[src/sv/bia_pkg.sv]
// Types, codes and constants of the bitmap id allocator.
package bia_pkg;

  localparam int MAP_WORDS_DEF = 32;
  localparam int BITS_PER_WORD = 8;
  localparam int BIT_W         = 3;
  localparam int ID_W          = 9;
  localparam int ST_W          = 2;

  localparam logic REQ_ALLOC   = 1'b0;
  localparam logic REQ_RELEASE = 1'b1;

  typedef enum logic [ST_W-1:0] {
    ST_ALLOCATED = 2'd0,
    ST_FULL      = 2'd1,
    ST_RELEASED  = 2'd2,
    ST_IGNORED   = 2'd3
  } status_t;

  typedef enum logic [2:0] {
    S_CLEAR,
    S_IDLE,
    S_SCAN,
    S_REL,
    S_DONE
  } state_t;

  typedef struct packed {
    logic                     found;
    logic [BIT_W-1:0]         bit_idx;
    logic [BITS_PER_WORD-1:0] set_word;
  } ffz_res_t;

endpackage

[src/sv/bia_ram.sv]
// Generic single-write, single-read RAM with registered read data.
module bia_ram #(
  parameter int WIDTH = 8,
  parameter int DEPTH = 32,
  localparam int AW   = (DEPTH > 1) ? $clog2(DEPTH) : 1
) (
  input  logic             clk,
  input  logic             we,
  input  logic [AW-1:0]    waddr,
  input  logic [WIDTH-1:0] wdata,
  input  logic [AW-1:0]    raddr,
  output logic [WIDTH-1:0] rdata
);

  logic [WIDTH-1:0] mem [DEPTH];

  always_ff @(posedge clk) begin
    if (we) begin
      mem[waddr] <= wdata;
    end
    rdata <= mem[raddr];
  end

endmodule

[src/sv/bia_ffz.sv]
// Find-first-zero unit: lowest clear bit of one bitmap word and the word with it set.
module bia_ffz
  import bia_pkg::*;
(
  input  logic [BITS_PER_WORD-1:0] word,
  output ffz_res_t                 res
);

  always_comb begin
    res.found   = 1'b0;
    res.bit_idx = '0;
    // walk from the top down so the lowest clear bit wins
    for (int i = BITS_PER_WORD - 1; i >= 0; i--) begin
      if (!word[i]) begin
        res.found   = 1'b1;
        res.bit_idx = BIT_W'(i);
      end
    end
    res.set_word = word | (BITS_PER_WORD'(1) << res.bit_idx);
  end

endmodule

[src/sv/bitmap_id_allocator.sv]
// Top level of the bitmap id allocator: sequencer, bitmap RAM and find-first-zero unit.
//
//   channel | direction | handshake           | payload
//   --------+-----------+---------------------+------------------------------
//   in_     | input     | in_valid / in_ready  | in_req_type, in_release_id
//   out_    | output    | out_valid / out_ready| out_granted_id, out_status
//
// Allocate: accept in S_IDLE, then one bitmap word per cycle through the
// find-first-zero unit in S_SCAN, then post the item from S_DONE.
// Release: accept, read-modify-write in S_REL, post; an ignored release skips S_REL.
// After reset a clearing pass writes zero to all MAP_WORDS words, one per cycle,
// with in_ready low. A finished item waits in the output register while the
// next item is accepted; the sequencer holds in S_DONE while it is full, out_ready low.
module bitmap_id_allocator
  import bia_pkg::*;
#(
  parameter int MAP_WORDS = MAP_WORDS_DEF
) (
  input  logic            clk,
  input  logic            rst_n,
  input  logic            in_valid,
  output logic            in_ready,
  input  logic            in_req_type,
  input  logic [ID_W-1:0] in_release_id,
  output logic            out_valid,
  input  logic            out_ready,
  output logic [ID_W-1:0] out_granted_id,
  output logic [ST_W-1:0] out_status
);

  localparam int AW = (MAP_WORDS > 1) ? $clog2(MAP_WORDS) : 1;
  localparam int EW = (AW + BIT_W + 1 > ID_W + 1) ? AW + BIT_W + 1 : ID_W + 1;
  localparam logic [AW-1:0] LAST_WORD = AW'(MAP_WORDS - 1);
  localparam logic [EW-1:0] CAPACITY  = EW'(MAP_WORDS * BITS_PER_WORD);

  state_t state_r, state_nxt;
  logic [AW-1:0]    ptr_r, ptr_nxt;
  logic [BIT_W-1:0] rel_bit_r, rel_bit_nxt;
  logic [ID_W-1:0]  res_id_r, res_id_nxt;
  status_t          res_st_r, res_st_nxt;
  logic             out_valid_r, out_valid_nxt;
  logic [ID_W-1:0]  out_id_r;
  status_t          out_st_r;

  logic                     ram_we;
  logic [AW-1:0]            ram_waddr, ram_raddr;
  logic [BITS_PER_WORD-1:0] ram_wdata, ram_rdata;
  ffz_res_t                 ffz;
  logic                     load_out;

  logic [EW-1:0]    rel_ext, rel_slot, grant_full;
  logic             rel_ok;
  logic [AW-1:0]    rel_word;
  logic [BIT_W-1:0] rel_bit;

  assign rel_ext    = EW'(in_release_id);
  assign rel_ok     = (rel_ext != '0) && (rel_ext <= CAPACITY);
  assign rel_slot   = rel_ext - EW'(1);
  assign rel_word   = rel_slot[AW+BIT_W-1:BIT_W];
  assign rel_bit    = rel_slot[BIT_W-1:0];
  assign grant_full = EW'({ptr_r, ffz.bit_idx}) + EW'(1);

  bia_ram #(
    .WIDTH(BITS_PER_WORD),
    .DEPTH(MAP_WORDS)
  ) u_ram (
    .clk  (clk),
    .we   (ram_we),
    .waddr(ram_waddr),
    .wdata(ram_wdata),
    .raddr(ram_raddr),
    .rdata(ram_rdata)
  );

  bia_ffz u_ffz (
    .word(ram_rdata),
    .res (ffz)
  );

  // next state and datapath registers
  always_comb begin
    state_nxt   = state_r;
    ptr_nxt     = ptr_r;
    rel_bit_nxt = rel_bit_r;
    res_id_nxt  = res_id_r;
    res_st_nxt  = res_st_r;
    unique case (state_r)
      S_CLEAR: begin
        ptr_nxt = ptr_r + AW'(1);
        if (ptr_r == LAST_WORD) begin
          ptr_nxt   = '0;
          state_nxt = S_IDLE;
        end
      end
      S_IDLE: begin
        if (in_valid) begin
          if (in_req_type == REQ_ALLOC) begin
            ptr_nxt   = '0;
            state_nxt = S_SCAN;
          end else if (rel_ok) begin
            ptr_nxt     = rel_word;
            rel_bit_nxt = rel_bit;
            state_nxt   = S_REL;
          end else begin
            res_id_nxt = '0;
            res_st_nxt = ST_IGNORED;
            state_nxt  = S_DONE;
          end
        end
      end
      S_SCAN: begin
        priority if (ffz.found) begin
          res_id_nxt = grant_full[ID_W-1:0];
          res_st_nxt = ST_ALLOCATED;
          state_nxt  = S_DONE;
        end else if (ptr_r == LAST_WORD) begin
          res_id_nxt = '0;
          res_st_nxt = ST_FULL;
          state_nxt  = S_DONE;
        end else begin
          ptr_nxt = ptr_r + AW'(1);
        end
      end
      S_REL: begin
        res_id_nxt = '0;
        res_st_nxt = ST_RELEASED;
        state_nxt  = S_DONE;
      end
      S_DONE: begin
        if (load_out) begin
          state_nxt = S_IDLE;
        end
      end
      default: state_nxt = S_IDLE;
    endcase
  end

  // RAM port and handshake controls
  always_comb begin
    in_ready  = 1'b0;
    ram_we    = 1'b0;
    ram_waddr = ptr_r;
    ram_wdata = '0;
    ram_raddr = ptr_r + AW'(1);
    load_out  = 1'b0;
    unique case (state_r)
      S_CLEAR: begin
        ram_we = 1'b1;
      end
      S_IDLE: begin
        in_ready  = 1'b1;
        ram_raddr = (in_req_type == REQ_RELEASE) ? rel_word : '0;
      end
      S_SCAN: begin
        ram_we    = ffz.found;
        ram_wdata = ffz.set_word;
      end
      S_REL: begin
        ram_we    = 1'b1;
        ram_wdata = ram_rdata & ~(BITS_PER_WORD'(1) << rel_bit_r);
      end
      S_DONE: begin
        load_out = !out_valid_r || out_ready;
      end
      default: begin
        in_ready = 1'b0;
      end
    endcase
  end

  always_comb begin
    out_valid_nxt = out_valid_r;
    priority if (load_out) begin
      out_valid_nxt = 1'b1;
    end else if (out_ready) begin
      out_valid_nxt = 1'b0;
    end
  end

  always_ff @(posedge clk) begin
    if (!rst_n) begin
      state_r     <= S_CLEAR;
      ptr_r       <= '0;
      out_valid_r <= 1'b0;
    end else begin
      state_r     <= state_nxt;
      ptr_r       <= ptr_nxt;
      out_valid_r <= out_valid_nxt;
    end
  end

  always_ff @(posedge clk) begin
    rel_bit_r <= rel_bit_nxt;
    res_id_r  <= res_id_nxt;
    res_st_r  <= res_st_nxt;
    if (load_out) begin
      out_id_r <= res_id_r;
      out_st_r <= res_st_r;
    end
  end

  assign out_valid      = out_valid_r;
  assign out_granted_id = out_id_r;
  assign out_status     = out_st_r;

endmodule

[config.mk]
export PLATFORM = sky130hd
export DESIGN_NAME = bitmap_id_allocator
export DESIGN_NICKNAME = d
export VERILOG_FILES = /design/src/sv/bia_pkg.sv /design/src/sv/bia_ram.sv /design/src/sv/bia_ffz.sv /design/src/sv/bitmap_id_allocator.sv
export SDC_FILE = /design/constraint.sdc
export NUM_CORES = 1
export LEC_CHECK = 0
export BUFFER_PORTS_ARGS = -buffer_cell sky130_fd_sc_hd__buf_2
export CAP_MARGIN = 20
export CORE_ASPECT_RATIO = 0.6
export CORE_MARGIN = 1.5
export CORE_UTILIZATION = 40
export DETAILED_ROUTE_END_ITERATION = 12
export GPL_ROUTABILITY_DRIVEN = 1
export HOLD_SLACK_MARGIN = 0.06
export SLEW_MARGIN = 10
export SYNTH_ARGS = -nofsm -noshare
export SYNTH_HDL_FRONTEND = slang
export SYNTH_HIERARCHICAL = 1
export SYNTH_SLANG_ARGS = --single-unit
export TNS_END_PERCENT = 1
[constraint.sdc]
create_clock -name clk -period 9.4 [get_ports clk]
set_input_delay 1.88 -clock clk [delete_from_list [all_inputs] [get_ports clk]]
set_output_delay 1.88 -clock clk [all_outputs]
set_load 0.01 [all_outputs]
# Word level (Yosys, flattened, before mapping)
# Memories as Yosys holds them, arrays and structs flattened. A register that Yosys moved wholly into a read port is not among the register bits.
# Cells that the tools add are included.
word_totals:
  regBits: 34
  latchBits: 0
  ramBits: 256
  mem_bits_ro: 0
  memories: 1
memory_table:
  columns: ["name", "words", "width", "read_ports", "rd_clocked_by_memory_dff", "write_ports", "line_no", "rtl"]
  rows:
  - ["u_ram.mem", 32, 8, 1, 1, 1, "bia_ram.sv:15", "logic [WIDTH-1:0] mem [DEPTH];"]
classes:
  addsub: 3
  n_mul: 0
  n_div: 0
  magnitude_cmp: 1
  eq_ne: 14
  n_shift: 2
  mux: 45
  bitwise_logic: 3
  n_reduce_logical: 13
op_table:
  columns: ["cell", "n"]
  rows:
  - ["$mux W9", 5]
  - ["$mux W5", 8]
  - ["$mux W4", 8]
  - ["$pmux W9 S3", 1]
  - ["$mux W3", 7]
  - ["$pmux W8 S2", 1]
  - ["$shl A1 B3 Y8 const A", 2]
  - ["$pmux W3 S5", 1]
  - ["$pmux W5 S3", 1]
  - ["$ne A2 B2 Y1 const B", 7]
  - ["$mux W2", 5]
  - ["$reduce_and A5 Y1", 2]
  - ["$reduce_bool A10 Y1", 1]
  - ["$add A8 B1 Y9 const B", 1]
  - ["$le A9 B9 Y1 const B", 1]
  - ["$and A8 B8 Y8", 1]
  - ["$not A8 Y8", 1]
  - ["$or A8 B8 Y8", 1]
  - ["$reduce_and A4 Y1", 2]
  - ["$sub A8 B1 Y8 const B", 1]
  - ["$eq A3 B2 Y1 const B", 2]
  - ["$mux W1", 6]
  - ["$ne A3 B3 Y1 const B", 2]
  - ["$pmux W2 S3", 1]
  - ["12 further kinds", 13]

# Longest topological paths before layout
# Gate-level depths: netlist (run 1).
logic_depth:
  ltp_word: 11
  depth_mapped: 10
  depth_no_buf: 9

# Modules after synthesis
# Netlist (run 1), hierarchy kept.
modules_own_cells:
  columns: ["module", "n_inst", "cells_per_inst", "area_each_um2", "seq_area_each_um2"]
  rows:
  - ["bia_ram", 1, 417, 10053.4, 7847.5]
  - ["bitmap_id_allocator", 1, 184, 1919.3, 930.9]
  - ["bia_ffz", 1, 24, 151.4, 0.0]

# Worst setup path before layout (run 1)
# Ideal clock, no wire load.
synth_timing:
  path_type: "input to register"
  start: "input in_release_id[3]"
  end: "register u_ram.rdata[0], read port of u_ram.mem"
  setup_time_ps: 121
  arrival_ps: 4355
  required_time_ps: 9279
  setup_slack_ps: 4924
  path_stages: 9
  path_buffers: 2
  path_cell_list: "or3_1 nor3_2 xnor2_1 o22ai_1 clkbuf_1 buf_1 mux4_2 mux4_2 mux2_2"
synth_between:
  elab_chain_cells: 3
synth_rtl:
  columns: ["item", "line_no", "rtl"]
  rows:
  - ["from (decl)", "bitmap_id_allocator.sv:24", "input logic [ID_W-1:0] in_release_id,"]
  - ["$sub A8 B1 Y8", "bitmap_id_allocator.sv:58", "assign rel_slot = rel_ext - EW'(1);"]
  - ["$mux W5", "bitmap_id_allocator.sv:152", "ram_raddr = (in_req_type == REQ_RELEASE) ? rel_word : '0;"]
  - ["$mux W5", "bitmap_id_allocator.sv:146", "unique case (state_r)"]
  - ["via ram_raddr[2]", "bitmap_id_allocator.sv:46", "logic [AW-1:0] ram_waddr, ram_raddr;"]
  - ["to (decl)", "bia_ram.sv:12", "output logic [WIDTH-1:0] rdata"]
# The timed path passes the listed nets, and every way through them passes these cells.
# A chain may end at the register's enable or synchronous reset.

# Final worst setup path (run 1)
layout_timing:
  start: "input in_req_type"
  end: "register u_ram.rdata[5], read port of u_ram.mem"
layout_between:
  elab_chain_cells: 2
layout_rtl:
  columns: ["item", "line_no", "rtl"]
  rows:
  - ["from (decl)", "bitmap_id_allocator.sv:23", "input logic in_req_type,"]
  - ["$mux W5", "bitmap_id_allocator.sv:152", null]
  - ["$mux W5", "bitmap_id_allocator.sv:146", null]
  - ["via ram_raddr[0]", "bitmap_id_allocator.sv:46", null]
# The timed path passes the listed nets, and every way through them passes these cells.

==> summary.md, run 1 <==
| Metric | Value |
|---|---|
| Final hold vios | 0 |
| Switch share | 21.43% |
| Total grt overflow | 0 |
| Boundary Pins | 27 |
| Global placement routability congestion | 0.7983 |
| Post-synth top area cell | edfxtp_1 |
| Drt wl/cell | 25.99 um |
| Yosys top cell area share | between 60% and 70% |
| GR Util met2 | 23.02% |
| Worst slew pin tran | 1.061 ns |
| Overall routing resource usage | about 18% |
| CTS HTree Levels | 1 |
| YS warnings | 6 |
| Clock power share | roughly two fifths |
| Via/cell ratio | roughly 5.7 |
| M1 GR Usage | 28.33% |
| Seq cells post-synth | approximately 300 |
| Worst Hold Class | reg -> reg |
| Longest Clk Path Bufs | 3 |
| P_sw | 618.2 uW |
| DRT Pass-1 Iters | 5 |
| Internal power | 2266 uW |
| Skew-Pair Late Insertion Delay | 0.54 ns |
| Post-synth ARST share | 0% |
| Most used flip-flop cell after synthesis | edfxtp_1 |
| Die width | 227.8 um |
| Sequential share of power | 51.5% |
| Unrepaired setup endpoints after global routing | false |
| Post-DRT Antenna Nets | 0 |
| Library cells used by synthesis | 63 |
| Leakage | 0.004334 uW |
| Area Growth Syn to Fin | 13.44% |
| DP HPWL | 18.61 mm |
| CP Launch Type | primary input |
| First-pass GRT wire length | around 40 mm |
| Syn nets | 644 |
| Number of global-route vias before repair | 5752 |
| Postcts setup bufs | 0 |
| Seq/Total Area, Yosys | 72.40% |
| CTS clk-pin slew, worst paths | roughly 0.07 ns |
| Via count | 6232 |
| PostCTS Resize Cnt | 0 |
| # port buffers | 26 |
| Residual DRC | 0 |
| Worst Setup End Kind | register |
| Drt initial violations | 806 |
| TritonCTS buffer count | 27 |
| Met3 Resource Use GR | under 10% |
| Final setup violation count | 0 |
| Worst path cell trace | buf_2 -> nand4bb_1 -> o22ai_4 -> buf_4 -> mux4_2 -> mux4_2 -> mux2_2 |
| Combinational power share | 6.6% |
| Rows | 49 |
| Worst path bufs/invs | 2 |
| Fin. max-slew vios | 0 |
| Most used cell, CP | mux4_2 |
| # clock sinks | 298 |
| Initial core utilization | 40.61% |
| Core footprint | approximately 0.03 sq mm |
| Arrival time of the worst setup path | 5.76 ns |
| Die extent in y | 137.9 um |
| Share of post-route cells with drive strength above 1 | 27.99% |
| N_diodes | 0 |
| Final standard cell area without fillers | 0.01375 sq mm |
| Dominant cells by area after synthesis | edfxtp_1 (70%), mux4_2 (15%), dfxtp_1 (2.8%), nor2_1 (1.8%), mux2_2 (0.74%) |
| Grt peak-use layer | met1 |
| Outcome | completed |
| Max stage delay on crit path | 0.88 ns |
| Initial antenna violation count | 5 |
| Maximum VDD drop | 0.1507 mV |
| Crit-path max FO | 48 |
| Mapped Avg Cell Area | a little under 20 sq um |
| Period Utilization, post-route | 56.75% |
| WS Path Type | in -> reg |
| CP Data Required Time | 9.83 ns |
| Max Clk Rate | 187.5 MHz |
| Layout net count | between 600 and 700 |
| Number of synthesized flops with an enable pin | 281 |
| Clk_skew | 0.01048 ns |
| Syn Std Cell Area | 0.01212 sq mm |
| Post-route setup TNS | 0 ns |
| Slew headroom | 29.01% |
| Total wire length | 28.43 mm |
| Largest net degree at the start of global routing | 65 |
| Max-cap viol count | 0 |
| Cell count after synthesis | 625 |
| Pwr/cell area | 209.7 mW/mm^2 |
| CTS Hold Bufs | 0 |
| TritonCTS clock tree | built |
| R2R setup slack | 4.95 ns |
| Total Die Area | 0.03140 sq mm |
| Critical path's top delay family | multiplexers |
| Min Tclk post-route | 5.334 ns |
| Critical path's slowest cell | buf_4 |
| Placed Area | 0.01276 sq mm |
| Clock tree root buffer cell | clkbuf_16 |
metal layers:
layer	vias to the layer above	wire length, um	share of wire [%]
met4	0	369	1.3
met3	31	3214	11
li1	2638	-	-
met5	-	0	0
met2	288	11250	40
met1	3275	13600	48
cells in the final DEF, fill, tap and decap left out, drive strengths merged, types with 7 or more instances in the layout:
master  count
xnor2       8
bufinv      7
mux2        8
mux4       80
nand2      14
clkinv      9
a32o        7
buf        40
o21ai       7
inv        14
edfxtp    281
nor2       59
nand3b      9
clkbuf     28
nand3       8
dfxtp      17
registers in the layout, summed over array words and instances, names as in the netlist:
name	count
rel_bit_r	3
out_valid	1
u_ram/rdata	8
res_st_r	2
ptr_r	5
state_r	3
out_granted_id	9
u_ram/mem	256
out_status	2
res_id_r	9
cells in the mapped netlist, types with 4 or more instances:
library cell	n
mux4_2	80
xnor2_1	7
buf_4	7
o21ai_0	6
xor2_1	6
a21oi_1	6
nor2_1	59
buf_2	5
nand3b_1	9
edfxtp_1	281
ha_1	5
mux2_2	8
a32o_1	7
a211oi_1	4
nand3_1	8
clkbuf_1	8
nand2_1	14
inv_1	14
buf_1	7
dfxtp_1	17
o22ai_1	6
or3b_2	4
nor2b_1	5
cell families after synthesis:
group	count (synthesis)	share of synthesized area (%)
compound gates	50	3.137
simple gates	125	5.439
fa+ha+maj	5	0.5160
flops	298	72.40
xor+xnor	14	1.073
mux	90	15.77
buf+inv	42	1.631
other cells	1	0.03093
power by group through the flow:
stage          clock network (uW)  registers, uW  logic, uW
3_5_place_dp                    0           1510        189
4_1_cts                      1230           1480        190
5_1_grt                      1270           1490        204
3_3_place_gp                    0           1510        186
6_report                     1210           1490        191
2_1_floorplan                   0           1500        141
layout make-up:
class / instances / area [sq um]
fillers: 2514 / 16100
multi-input cells: 285 / 3191
inverters: 14 / 52.55
repair buffers: 40 / 242.7
clock inverters: 21 / 299.0
clock buffers: 28 / 679.4
well taps: 408 / 510.5
flip-flops and latches: 298 / 8778
stage by stage:
step / setup WS, ns / hold WS, ns / total power (uW) / cells / util (%)
final: 4.066 / 0.4212 / 2884 / 1094 / 46.06
after global routing: 3.745 / 0.4256 / 2965 / 1094 / 46.06
after CTS: 3.982 / 0.4214 / 2900 / 1093 / 46.03
after detailed placement: 3.396 / 0.4054 / 1702 / 1044 / 42.75
after global placement: 3.496 / 0.4057 / 1699 / 1043 / 42.68
after floorplan: 4.924 / 0.4003 / 1637 / 625 / -
path summary, 6_finish.rpt:
path | from | to | depth (start not counted)
worst max-delay path | in_req_type | u_ram/rdata[5] | 7
worst min-delay path | res_id_r[6] | out_granted_id[6] | 0
worst max register to register | state_r[2] | u_ram/rdata[5] | 6
worst min register to register | res_id_r[6] | out_granted_id[6] | 0
(Power assumes the default switching activity.)
==> run 2: changes to the inputs <==
--- a/config.mk
+++ b/config.mk
@@ -5,6 +5,7 @@
 export SDC_FILE = /design/constraint.sdc
 export NUM_CORES = 1
 export LEC_CHECK = 0
+export ABC_AREA = 1
 export BUFFER_PORTS_ARGS = -buffer_cell sky130_fd_sc_hd__buf_2
 export CAP_MARGIN = 20
 export CORE_ASPECT_RATIO = 0.6
==> constraint.sdc (replaced) <==
create_clock -name clk -period 4.8 [get_ports clk]
set_input_delay 0.96 -clock clk [delete_from_list [all_inputs] [get_ports clk]]
set_output_delay 0.96 -clock clk [all_outputs]
set_load 0.01 [all_outputs]
==> run 2 against run 1 <==
Sequential share of layout area down 2.3 points. Non-clock buffer count up 7. Largest cell class unchanged. Cell count up 51%. Global-route usage up 1.8 points. Cell area up 3.8%. Register-to-register slack worse by 3.4 ns. Routed wire length up 15%. Total power rose to 3.3 times the previous value. Critical path depth up 7. Critical path type is now reg -> reg. First-iteration DRC count up 45%.
==> summary.md, run 2 <==
| Metric | Value |
|---|---|
| Outcome | completed (unchanged) |
| Worst hold path depth | 0 (unchanged) |
| TritonCTS buffer count | 28 (was 27) |
| CTS clk-pin slew, worst paths | 0.07 ns (about the same) |
| Max Clk Rate | approximately 310 MHz |
| Pwr/cell area | 672.7 mW/mm^2 (was 209.7 mW/mm^2) |
| CP Data Required Time | 5.24 ns (was 9.83 ns) |
| Longest Clk Path Bufs | 3 (unchanged) |
| CTS HTree Levels | 1 (unchanged) |
| Post-synth top area cell | edfxtp_1 (unchanged) |
| CP Launch Type | register (was primary input) |
| N_diodes | 0 (unchanged) |
| Final standard cell area without fillers | 0.01427 sq mm (was 0.01375 sq mm) |
| Total grt overflow | 0 (unchanged) |
| Min Tclk post-route | 3.240 ns |
| Die extent in y | 142.2 um (was 137.9 um) |
| DP HPWL | 20.69 mm (was 18.61 mm) |
| Die width | 235.0 um (was 227.8 um) |
| Boundary Pins | 27 (unchanged) |
| Overall routing resource usage | 19.69% (was 17.93%) |
| Post-DRT Antenna Nets | 0 (unchanged) |
| Final setup violation count | 0 (unchanged) |
| Arrival time of the worst setup path | 3.68 ns (was 5.76 ns) |
| Global placement routability congestion | 0.8644 (was 0.7983) |
| Library cells used by synthesis | 40 (was 63) |
| # port buffers | 26 (unchanged) |
| Most common cell after layout, fill and taps aside | nand2_1 (was edfxtp_1) |
| Final hold vios | 0 (unchanged) |
| Syn Std Cell Area | 0.01291 sq mm (was 0.01212 sq mm) |
| RR Startpoint | state_r[0] (was state_r[2]) |
| Core footprint | 0.03147 sq mm (was 0.02986 sq mm) |
| Top post-synthesis cells by count | nand2_1 (417), edfxtp_1 (281), nand3_1 (231) (was edfxtp_1 (281), mux4_2 (80), nor2_1 (59)) |
| Clock tree root buffer cell | clkbuf_16 (unchanged) |
| Worst Hold Class | reg -> reg (unchanged) |
| Fin. max-slew vios | 0 (unchanged) |
| Period Utilization, post-route | 67.49% |
| Total Die Area | 0.03340 sq mm (was 0.03140 sq mm) |
| Maximum VDD drop | 0.3848 mV (was 0.1507 mV) |
| Worst reg2reg endpoint | u_ram/rdata[6] (was u_ram/rdata[5]) |
| Placed Area | 0.01334 sq mm (was 0.01276 sq mm) |
| TritonCTS clock tree | built (unchanged) |
| Worst slew pin tran | 0.9392 ns (was 1.061 ns) |
| Hold slack | 0.4187 ns (was 0.4212 ns) |
| WS Path Type | reg -> reg (was in -> reg) |
| YS warnings | 6 (unchanged) |
| Post-route setup TNS | 0 ns (unchanged) |
| Max reg flops | 256 (unchanged) |
| Hold path start | res_id_r[3] (was res_id_r[6]) |
| Count leader, synth | nand2_1 (was edfxtp_1) |
| Area Growth Syn to Fin | 10.53% (was 13.44%) |
| Clk_skew | 0.008425 ns (was 0.01048 ns) |
| Rows | 50 (was 49) |
| Initial core utilization | 41.03% (was 40.61%) |
| Via/cell ratio | 5.354 (was 5.697) |
| Unrepaired setup endpoints after global routing | false (unchanged) |
| Syn nets | 1210 (was 644) |
| First-pass GRT wire length | 49.97 mm (was 40.08 mm) |
| Commonest cells after routing, fill and taps aside | nand2_1 (416), edfxtp_1 (281), nand3_1 (231), nor2_1 (64), inv_1 (46) (was edfxtp_1 (281), mux4_2 (80), nor2_1 (59), clkbuf_16 (27), buf_2 (26)) |
| Layout net count | 1234 (was 685) |
| PnR worst setup slack | 1.560 ns (was 4.066 ns) |
| R2R setup slack | 1.56 ns (was 4.95 ns) |
| Worst Setup End Kind | register (unchanged) |
| Total wire length | 32.79 mm (was 28.43 mm) |
| Drt wl/cell | 19.86 um (was 25.99 um) |
| Crit-path max FO | 80 (was 48) |
| Most used flip-flop cell after synthesis | edfxtp_1 (unchanged) |
| Worst r2r path cells | 14 (was 6) |
| Via count | 8840 (was 6232) |
| Yosys top cell area share | 65.35% (was 69.60%) |
| Number of synthesized flops with an enable pin | 281 (unchanged) |
| Residual DRC | 0 (unchanged) |
| Biggest register | u_ram/mem (unchanged) |
| Dominant cells by area after synthesis | edfxtp_1 (65%), nand2_1 (12%), nand3_1 (9.0%), dfxtp_1 (2.6%), buf_6 (2.1%) (was edfxtp_1 (70%), mux4_2 (15%), dfxtp_1 (2.8%), nor2_1 (1.8%), mux2_2 (0.74%)) |
| Post-synth ARST share | 0% (unchanged) |
| Postcts setup bufs | 0 (unchanged) |
| Max-cap viol count | 0 (unchanged) |
| PostCTS Resize Cnt | 0 (unchanged) |
| Slew headroom | 37.15% (was 29.01%) |
| Cell count after synthesis | 1191 (was 625) |
| Mapped Avg Cell Area | 10.84 sq um (was 19.40 sq um) |
| Drt initial violations | 1172 (was 806) |
| Share of post-route cells with drive strength above 1 | 10.04% (was 27.99%) |
| DRT Pass-1 Iters | 5 (unchanged) |
| Leakage | 0.005366 uW (was 0.004334 uW) |
| Worst Hold End | out_granted_id[3] (was out_granted_id[6]) |
| CTS Hold Bufs | 0 (unchanged) |
| Number of global-route vias before repair | 8194 (was 5752) |
| Seq/Total Area, Yosys | 67.98% (was 72.40%) |
| Worst Setup Slack post-DPL | 0.8729 ns (was 3.396 ns) |
| # clock sinks | 298 (unchanged) |
| Initial antenna violation count | 0 (was 5) |
| Largest net degree at the start of global routing | 81 (was 65) |
| Skew-Pair Late Insertion Delay | 0.55 ns (was 0.54 ns) |
| Seq cells post-synth | 298 (unchanged) |
==> run 2: cell types whose count changed after synthesis, moves of 11 or more <==
cell / change
mux4_2: -80
nand3_1: +223
nand2_1: +403
inv_2: +11
buf_6: +23
inv_1: +32
==> run 2: stage by stage <==
step                utilization [%]  power, uW  instances
CTS                           45.27       9535       1650
detailed placement            42.38       7298       1600
global placement              42.38       7279       1600
global route                  45.36      10160       1651
floorplan                         -       6282       1191
finish                        45.36       9601       1651
==> run 2: critical path: stages, from the launching register on <==
cell and delay, ns:
dfxtp_1 0.46, nand3_2 0.23, nor2_4 0.24, nand3_1 0.20, o21ai_4 0.28, clkinv_2 0.49, buf_12 0.34, nand2_1 0.11
nand3_1 0.06, nand3_1 0.16, nand2_1 0.17, nand2_1 0.11, nand2_1 0.06, nand2_1 0.05, nand2_1 0.06
==> run 2: cell type report <==
class                           count  area, sq um
Timing Repair Buffer               47        332.8
Multi-Input combinational cell    782         3513
Fill cell                        2933        17200
Tap cell                          416        520.5
Sequential cell                   298         8778
Inverter                           58        219.0
Clock buffer                       32        737.0
Clock inverter                     18        171.4
==> run 2: report_power, final <==
part           leakage, uW  internal (uW)  switching, uW
clock             0.000442           1260            972
combinational      0.00227           1120           2930
sequential         0.00266           3150            163
total              0.00537           5530           4070
==> run 2: worst max-delay path by stage <==
| stage | from | endpoint | slack, ns | cells after the start |
|---|---|---|---|---|
| 2_1_floorplan | in_release_id[0] | res_id_r[0] | 1.96 | 6 |
| 3_3_place_gp | in_release_id[0] | u_ram/rdata[3] | 0.94 | 16 |
| 3_5_place_dp | in_release_id[0] | u_ram/rdata[6] | 0.87 | 16 |
| 4_1_cts | state_r[2] | u_ram/rdata[6] | 1.18 | 14 |
| 5_1_grt | state_r[0] | u_ram/rdata[3] | 1.29 | 14 |
| 6_report | state_r[0] | u_ram/rdata[6] | 1.56 | 14 |
==> run 2: logic make-up after synthesis <==
| logic type | Yosys count | synth area share (%) |
|---|---|---|
| fa+ha+maj | 5 | 0.4845 |
| compound gates | 37 | 2.064 |
| xor+xnor | 2 | 0.1357 |
| simple gates | 737 | 24.39 |
| other cells | 1 | 0.02904 |
| buf+inv | 111 | 4.913 |
| flops | 298 | 67.98 |
==> run 2: routing by layer <==
layer / vias up / wire length, um / global-route usage (%)
met1: 4311 / 16270 / 31.54
met5: - / 0 / 0
met3: 33 / 3050 / 5.411
met2: 344 / 13130 / 26.60
li1: 4152 / - / -
met4: 0 / 338 / 2.700
